<file path="config.mk">
export PLATFORM = sky130hd
export DESIGN_NAME = csm_result_queue_flat
export DESIGN_NICKNAME = d
export VERILOG_FILES = /design/src/hw/rtl/csm_pkg.sv /design/src/hw/rtl/csm_if.sv /design/src/hw/rtl/csm_result_queue.sv /design/src/flat_wrapper.sv
export SDC_FILE = /design/constraint.sdc
export NUM_CORES = 1
export LEC_CHECK = 0
export BUFFER_PORTS_ARGS = -buffer_cell sky130_fd_sc_hd__buf_2
export CAP_MARGIN = 20
export CORE_UTILIZATION = 51
export CTS_CLUSTER_DIAMETER = 30
export DETAILED_ROUTE_END_ITERATION = 7
export HOLD_SLACK_MARGIN = 0.05
export PLACE_DENSITY_LB_ADDON = 0.3
export SYNTH_ARGS = -nofsm -noshare
export SYNTH_HDL_FRONTEND = slang
export SYNTH_SLANG_ARGS = --single-unit
</file>
<file path="constraint.sdc">
create_clock -name clk -period 3.2 [get_ports clk]
set_clock_uncertainty 0.05 [all_clocks]
set_input_delay 0.8 -clock clk [delete_from_list [all_inputs] [get_ports clk]]
set_output_delay 0.8 -clock clk [all_outputs]
set_load 0.03 [all_outputs]
</file>
<file path="src/hw/rtl/csm_pkg.sv">
// Shared types and constants for the CSR sparse matrix-vector block.
// Holds op codes, field widths, default sizes and the result item struct.
// No dependencies.
`timescale 1ns / 1ps

package csm_pkg;

  // Field widths of the command and result items
  localparam int OP_W    = 3;
  localparam int IDX_W   = 12;
  localparam int VAL_W   = 32;
  localparam int ROW_W   = 16;
  localparam int SUM_W   = 64;

  // Default sizes
  localparam int VECTOR_DEPTH_DEF = 4096;
  localparam int ROW_LIMIT_DEF    = 65536;

  // Result queue: power of two depth
  localparam int QUEUE_DEPTH = 4;
  localparam int QPTR_W      = $clog2(QUEUE_DEPTH);
  localparam int QCNT_W      = $clog2(QUEUE_DEPTH + 1);

  // Op codes
  localparam logic [OP_W-1:0] OP_LOAD    = 3'd0;
  localparam logic [OP_W-1:0] OP_NZ      = 3'd1;
  localparam logic [OP_W-1:0] OP_NZ_END  = 3'd2;
  localparam logic [OP_W-1:0] OP_END     = 3'd3;
  localparam logic [OP_W-1:0] OP_RESTART = 3'd4;

  // Saturation bounds of the Q32.32 accumulator
  localparam logic signed [SUM_W-1:0] SUM_MAX = 64'sh7FFF_FFFF_FFFF_FFFF;
  localparam logic signed [SUM_W-1:0] SUM_MIN = 64'sh8000_0000_0000_0000;

  typedef struct packed {
    logic [ROW_W-1:0]        row;
    logic signed [SUM_W-1:0] sum;
    logic                    saturated;
  } result_t;

endpackage

</file>
<file path="src/hw/rtl/csm_if.sv">


interface csm_res_if;
  logic                             valid;
  logic                             ready;
  logic [csm_pkg::ROW_W-1:0]        row;
  logic signed [csm_pkg::SUM_W-1:0] sum;
  logic                             saturated;

  modport source (output valid, output row, output sum, output saturated, input ready);
  modport sink   (input valid, input row, input sum, input saturated, output ready);
endinterface

</file>
<file path="src/hw/rtl/csm_result_queue.sv">
// Small result queue that decouples the accumulator from the output channel.
// Holds up to csm_pkg::QUEUE_DEPTH result items and reports its fill count.
// Depends on csm_pkg and csm_res_if.
`timescale 1ns / 1ps

module csm_result_queue (
  input  logic                       clk,
  input  logic                       rst,
  input  logic                       push,
  input  csm_pkg::result_t           push_item,
  output logic [csm_pkg::QCNT_W-1:0] count,
  csm_res_if.source                  res
);

  csm_pkg::result_t                entries [csm_pkg::QUEUE_DEPTH];
  logic [csm_pkg::QPTR_W-1:0]      wr_ptr;
  logic [csm_pkg::QPTR_W-1:0]      rd_ptr;
  logic                            pop;
  csm_pkg::result_t                head;

  assign pop       = res.valid && res.ready;
  assign head      = entries[rd_ptr];
  assign res.valid = (count != '0);
  assign res.row       = head.row;
  assign res.sum       = head.sum;
  assign res.saturated = head.saturated;

  always_ff @(posedge clk) begin
    if (push) begin
      entries[wr_ptr] <= push_item;
    end
  end

  always_ff @(posedge clk) begin
    if (rst) begin
      wr_ptr <= '0;
      rd_ptr <= '0;
      count  <= '0;
    end else begin
      if (push) begin
        wr_ptr <= wr_ptr + 1'b1;
      end
      if (pop) begin
        rd_ptr <= rd_ptr + 1'b1;
      end
      if (push && !pop) begin
        count <= count + 1'b1;
      end else if (pop && !push) begin
        count <= count - 1'b1;
      end
    end
  end

endmodule

</file>
<file path="src/flat_wrapper.sv">
// flat-port wrapper written by rule: the top's interface ports become plain ports
module csm_result_queue_flat 
  (clk, rst, push, push_item, count, res_valid, res_row, res_sum, res_saturated, res_ready);
  csm_res_if res_i ();
  input  logic clk;
  input  logic rst;
  input  logic push;
  input  csm_pkg::result_t push_item;
  output logic [csm_pkg::QCNT_W-1:0] count;
  output wire logic [$bits(res_i.valid)-1:0] res_valid;
  output wire logic [$bits(res_i.row)-1:0] res_row;
  output wire logic [$bits(res_i.sum)-1:0] res_sum;
  output wire logic [$bits(res_i.saturated)-1:0] res_saturated;
  input wire logic [$bits(res_i.ready)-1:0] res_ready;
  assign res_valid = res_i.valid;
  assign res_row = res_i.row;
  assign res_sum = res_i.sum;
  assign res_saturated = res_i.saturated;
  assign res_i.ready = res_ready;
  csm_result_queue u_core (.clk(clk), .rst(rst), .push(push), .push_item(push_item), .count(count), .res(res_i));
endmodule
</file>
==> results of run 1 <==
through the flow:
stage	cell area, sq um	hold slack (ns)	power (W)	utilization (%)
6_report	15300	0.420	0.0138	65.0
5_1_grt	15300	0.407	0.0143	65.0
4_1_cts	15300	0.395	0.0139	65.0
2_1_floorplan	12200	0.435	0.00759	-
3_5_place_dp	13400	0.482	0.00823	57.2
3_3_place_gp	13400	0.456	0.00818	57.2
state kept, by name (all words and copies together), names as in the netlist, named ones only:
signal	cells
u_core.rd_ptr	2
u_core.wr_ptr	2
u_core.count	3
u_core.entries	324
kinds of logic (layout without fill, tap and decap cells):
kind of cell / Yosys count / after routing
AOI/OAI and AO/OA: 4 / 4
muxes: 83 / 83
and+or+nand+nor: 13 / 13
DFF: 333 / 333
xor gates and xnor gates: 5 / 5
adders and majority gates: 6 / 6
other: 0 / 2
buffers and inverters: 22 / 283
routing by layer:
metal / vias up / routed length (um) / part of all wire [%] / track usage [%]
met3: 44 / 1830 / 8.4 / 5.84
li1: 2461 / - / - / -
met5: - / 31 / 0.14 / 0
met4: 4 / 365 / 1.7 / 6.02
met2: 213 / 10700 / 49 / 29.7
met1: 2900 / 8940 / 41 / 24.0
path summary, 6_finish.rpt:
check | to | startpoint | depth (start not counted)
setup / recovery | res_sum[25] | flip-flop | 3
hold / removal | u_core.entries[3][44] | push_item[44] | 1
setup reg to reg | u_core.count[2] | u_core.count[1] | 7
hold reg to reg | u_core.count[2] | u_core.count[2] | 2
placed cells by master, fill, tap and decap left out, types with 6 or more instances in the layout:
cell type and count:
buf_2 169, dfxtp_1 7, edfxtp_1 324, clkbuf_16 55, nor2_1 7, clkbuf_1 9, mux4_2 81, bufinv_16 8
clkinv_1 6, clkinvlp_4 6, buf_12 7, buf_4 7, clkinv_2 6
final cells by class:
cell class / instances / area [sq um]
fill: 1558 / 8220
inverter: 3 / 11.3
antenna: 2 / 5.00
clock inverter: 32 / 390
timing repair buffer: 183 / 1040
tap: 319 / 399
sequential: 333 / 9920
multi-input combinational: 111 / 2070
clock buffer: 65 / 1420
where the power goes:
group          total, W  switching [W]  internal (W)
clock network   0.00567        0.00188       0.00379
logic           0.00295        0.00179       0.00115
registers       0.00515       0.000103       0.00504
==> key figures, run 1 <==
Floorplanning
  – Rows: 56
  – Die height: 157 um
  – Core area: about 23000 sq um
  – Starting Density: 52.0%
  – Die Wd: ~160 um
  – IO Pins: between 150 and 200
  – Die area: roughly 25000 sq um

Yosys
  – Compound-gate portion of the synthesized area: less than 1%
  – Post-synth EDFFs: 324
  – Most common cell in the netlist: edfxtp_1
  – Main combinational cell family by area after synthesis: multiplexers
  – Syn nets: around 560
  – Yosys warning count: 0
  – Commonest cells post-synth: edfxtp_1, mux4_2, dfxtp_1
  – Adder-cell share of the synthesized area: less than 1%
  – Post-Syn Area: about 12000 sq um
  – Register area share after synthesis: approximately four fifths
  – Cell taking the most area after synthesis: edfxtp_1
  – Ys flop type: edfxtp_1
  – Netlist cell types: 20
  – Post-synth top area share: 79.7%
  – Post-synthesis register bit count: between 300 and 400
  – Multiplexer area fraction after synthesis: 15.1%
  – Post-synth ARST share: 0%
  – Synth top area cells: edfxtp_1, mux4_2, dfxtp_1
  – Mapped Cells: about 470
  – Simple-gate share of the synthesized area: 0.523%
  – Avg Inst Size Synth: between 20 and 30 sq um
  – Post-Synth XOR/XNOR Area: 0.359%

STA
  – Final worst setup slack: about 0.27 ns
  – Final min period: ~2.9 ns
  – Final Hold Viols: 0
  – Final setup TNS: 0 ns
  – Slew Limit Headroom: between 60 and 70%
  – RSZ-0062 raised after global routing: false
  – Final setup violation count: 0
  – Worst-margin pin slew: between 0.5 and 0.6 ns
  – Final Max Tran Viols: 0
  – Fmax: ~0.34 GHz
  – Fin crit share: slightly above 90%

Finish
  – Non-Filler Instances: approximately 1000
  – Layout cells sized above 1: just under 50%
  – Area grow syn2layout: 25.0%
  – Total Nets Final: between 700 and 800

Clock tree
  – Post-CTS Setup Bufs: 0
  – Cts hold-fix bufs: 0
  – Worst skew pair latency: 0.54 ns
  – Root buf cell: clkbuf_16
  – CTS resizes: 0
  – CTS tree: built
  – CTS Sinks: roughly 330
  – Worst-case clock buffer depth: 3
  – TritonCTS buffer count: 53
  – H-tree Lvls: 2
  – Clock transition at path regs: around 0.05 ns

Run
  – Max-Cap Viols: 0

Power and ir drop
  – Leakage power: 5.24 nW
  – P per Cell Area: approximately 900 nW/um^2
  – VDD IR max: between 0.6 and 0.7 mV

Setup path
  – Critical-path cell list: buf_4 > mux4_2 > buf_2
  – Buffers and inverters on the worst path: 2
  – Delay-heaviest family, CP: buffers and inverters
  – Largest stage delay, worst path: approximately 0.57 ns
  – Critical path class: reg -> out
  – Critical path peak fanout: 23
  – Crit-path slowest cell: dfxtp_4
  – CP arrival: 2.08 ns
  – Worst EP required: between 2 and 2.5 ns
  – FF-to-FF setup slack: 0.91 ns
  – Crit end category: output pin
  – Critical Path Source Type: flip-flop

Drt
  – Pre-antenna DRT Iters: 6
  – Routed len/inst: approximately 21 um
  – DRC viols: 0
  – Initial DRC count: around 290
  – Post-route ant nets: 0
  – Number of vias per cell: 5.36
  – Vias: between 5000 and 6000
  – Total wire length: roughly 22 mm

GRT
  – Vias in the first global route: approximately 6000
  – Total track usage: roughly 18%
  – GRT overflow: 0
  – Largest net degree at the start of global routing: between 40 and 50
  – First-pass GRT wire length: approximately 34 mm
  – Initial antenna violation count: 4

Place
  – Final HPWL DP: roughly 13 mm
  – PortBufs: ~170
  – Gpl congestion: between 0.7 and 0.8
  – Pre-CTS setup slack: ~0.7 ns
  – Placed cells: ~950

Min path
  – Worst Hold Class: in -> reg

Outcome
  – Status: finished clean
(Power assumes the default switching activity.)
==> inputs of run 2 (changes only) <==
--- a/config.mk
+++ b/config.mk
@@ -10,8 +10,9 @@
 export CORE_UTILIZATION = 51
 export CTS_CLUSTER_DIAMETER = 30
 export DETAILED_ROUTE_END_ITERATION = 7
-export HOLD_SLACK_MARGIN = 0.05
-export PLACE_DENSITY_LB_ADDON = 0.3
+export HOLD_SLACK_MARGIN = 0.12
+export PLACE_DENSITY_LB_ADDON = 0.05
+export SKIP_LAST_GASP = 1
 export SYNTH_ARGS = -nofsm -noshare
 export SYNTH_HDL_FRONTEND = slang
 export SYNTH_SLANG_ARGS = --single-unit
==> run 2 against run 1 <==
Sequential share of layout area is 0.12 points higher. Core utilization is 0.12 points lower. First-iteration DRC count decreased by 7.4%. Via count up 0.30%. Critical path depth unchanged. Global-route usage increased by 0.87 points. Worst setup slack worse by 0.11 ns. Total power decreased by 1.8%. Register-to-register slack better by 0.09 ns. Critical path type unchanged.
==> key figures, run 2 (same netlist as run 1, synthesis figures left out) <==
Outcome
  – Status: finished clean (unchanged)

Floorplanning
  – Rows: 56 (unchanged)
  – IO Pins: 170 (unchanged)
  – Die height: 157 um (unchanged)
  – Die Wd: 157 um (unchanged)
  – Die area: 24500 sq um (unchanged)
  – Starting Density: 52.0% (unchanged)
  – Core area: 23500 sq um (unchanged)

Setup path
  – FF-to-FF setup slack: 1.00 ns (was 0.91 ns)
  – Critical-path cell list: buf_4 > mux4_2 > buf_2 (unchanged)
  – Worst EP required: 2.35 ns (about the same)
  – CP arrival: 2.18 ns (was 2.08 ns)
  – Critical Path Source Type: flip-flop (unchanged)
  – Crit end category: output pin (unchanged)
  – Largest stage delay, worst path: 0.69 ns (was 0.57 ns)
  – Critical path class: reg -> out (unchanged)
  – Critical path peak fanout: 30 (was 23)
  – Crit-path slowest cell: dfxtp_4 (unchanged)

Clock tree
  – Post-CTS Setup Bufs: 0 (unchanged)
  – Worst skew pair latency: 0.55 ns (was 0.54 ns)
  – TritonCTS buffer count: 56 (was 53)
  – CTS Sinks: 333 (unchanged)
  – Clock transition at path regs: 0.05 ns (about the same)
  – Root buf cell: clkbuf_16 (unchanged)
  – CTS resizes: 0 (unchanged)
  – H-tree Lvls: 2 (unchanged)
  – Worst-case clock buffer depth: 3 (unchanged)
  – CTS tree: built (unchanged)
  – Cts hold-fix bufs: 0 (unchanged)

Drt
  – Initial DRC count: 264 (was 285)
  – Number of vias per cell: 5.35 (was 5.36)
  – Post-route ant nets: 0 (unchanged)
  – Routed len/inst: 21.7 um (was 20.9 um)
  – DRC viols: 0 (unchanged)
  – Total wire length: 22.8 mm (was 21.9 mm)
  – Pre-antenna DRT Iters: 5 (was 6)
  – Vias: 5639 (was 5622)

Min path
  – Worst Hold Class: in -> reg (unchanged)

Finish
  – Area grow syn2layout: 24.8% (was 25.0%)
  – Total Nets Final: 779 (was 776)
  – Layout cells sized above 1: 48.4% (about the same)
  – Commonest non-fill, non-tap cell in the layout: edfxtp_1 (unchanged)
  – Largest Register: u_core.entries (unchanged)
  – Biggest regs: u_core.entries (324), u_core.count (3) (unchanged)
  – Ant diodes: 0 (was 2)
  – Max reg flops: 324 (unchanged)
  – Most frequent cells in the layout: edfxtp_1, buf_2, mux4_2 (unchanged)
  – Final Instance Area: 15200 sq um (was 15300 sq um)
  – Util after Layout: 64.9% (was 65.0%)

STA
  – Final setup TNS: 0 ns (unchanged)
  – Final Max Tran Viols: 0 (unchanged)
  – Slew Limit Headroom: 63.9% (was 63.1%)
  – Hold_ws: 0.410 ns (was 0.420 ns)
  – Final Hold Viols: 0 (unchanged)
  – Fmax: 0.330 GHz (was 0.342 GHz)
  – Fin crit share: 94.8% (was 91.4%)
  – Worst-margin pin slew: 0.541 ns (was 0.553 ns)
  – RSZ-0062 raised after global routing: false (unchanged)
  – Final min period: 3.03 ns (was 2.93 ns)
  – Final setup violation count: 0 (unchanged)

GRT
  – Initial antenna violation count: 0 (was 4)
  – First-pass GRT wire length: 34.6 mm (was 33.6 mm)
  – GRT overflow: 0 (unchanged)
  – Vias in the first global route: 6185 (was 6099)
  – Largest net degree at the start of global routing: 52 (was 47)
  – Total track usage: 19.3% (was 18.4%)

Power and ir drop
  – Psw: 0.00388 W (was 0.00377 W)
  – P per Cell Area: 888 nW/um^2 (was 902 nW/um^2)
  – Gate power share: 21.9% (was 21.4%)
  – Cell-internal power: 0.00963 W (was 0.00999 W)
  – Switching portion of total power: 28.7% (was 27.4%)
  – Flop pwr share: 38.2% (was 37.4%)
  – Power share of the clock group: 40.0% (was 41.2%)
  – Leakage power: 5.22 nW (was 5.24 nW)
  – VDD IR max: 0.585 mV (was 0.629 mV)

Place
  – Final HPWL DP: 13.3 mm (was 12.6 mm)
  – PortBufs: 169 (unchanged)
  – Gpl congestion: 0.714 (was 0.739)
  – Post-Place Cell Area: 13500 sq um (was 13400 sq um)

Run
  – Max-Cap Viols: 0 (unchanged)
==> run 2: cell types whose count changed in the layout (fill, tap and decap cells not counted), moves of 3 or more <==
| cell | before | now |
|---|---|---|
| bufinv_16 | 8 | 1 |
| clkbuf_1 | 9 | 14 |
| clkinv_4 | 3 | 7 |
| clkbuf_16 | 55 | 58 |
| clkinv_2 | 6 | 9 |
==> run 2: critical path, delay by kind of cell, from the launching register on <==
family,cells,cell delay [ns]
flip-flops,1,0.69
multiplexers,1,0.35
buffers and inverters,2,0.57
==> run 2: area by class of cell <==
class	count	area (sq um)
clock inverter	33	248
multi-input combinational	111	2070
clock buffer	73	1520
sequential	333	9920
tap	319	399
timing repair buffer	183	1060
fill	1598	8250
inverter	3	11.3
==> run 2: stage by stage <==
step,total power [W],setup WS (ns),instances
2_1_floorplan,0.00759,0.0165,466
3_3_place_gp,0.00822,0.734,949
3_5_place_dp,0.00824,0.716,949
4_1_cts,0.0137,0.118,1055
5_1_grt,0.0140,0.103,1055
6_report,0.0135,0.167,1055
==> run 2: power groups by stage <==
| stage | Sequential [W] | Combinational (W) | Clock, W |
|---|---|---|---|
| floorplan | 0.00521 | 0.00239 | 0 |
| global placement | 0.00522 | 0.00299 | 0 |
| detailed placement | 0.00524 | 0.00300 | 0 |
| CTS | 0.00516 | 0.00302 | 0.00548 |
| global route | 0.00518 | 0.00315 | 0.00570 |
| finish | 0.00516 | 0.00295 | 0.00540 |
==> run 2: metal layers <==
metal | up-vias | GRT usage (%) | routed length [um]
met5 | - | 0 | 0
met2 | 183 | 32.2 | 11500
li1 | 2474 | - | -
met3 | 34 | 5.10 | 1480
met1 | 2948 | 24.9 | 9550
met4 | 0 | 6.16 | 359
==> run 2: final timing paths <==
kind | depth (start not counted) | endpoint | from
worst max register to register | 7 | u_core.count[2] | u_core.count[0]
worst min register to register | 2 | u_core.rd_ptr[1] | u_core.rd_ptr[1]
worst max-delay path | 3 | res_sum[9] | flip-flop
worst min-delay path | 1 | u_core.entries[0][73] | push_item[73]
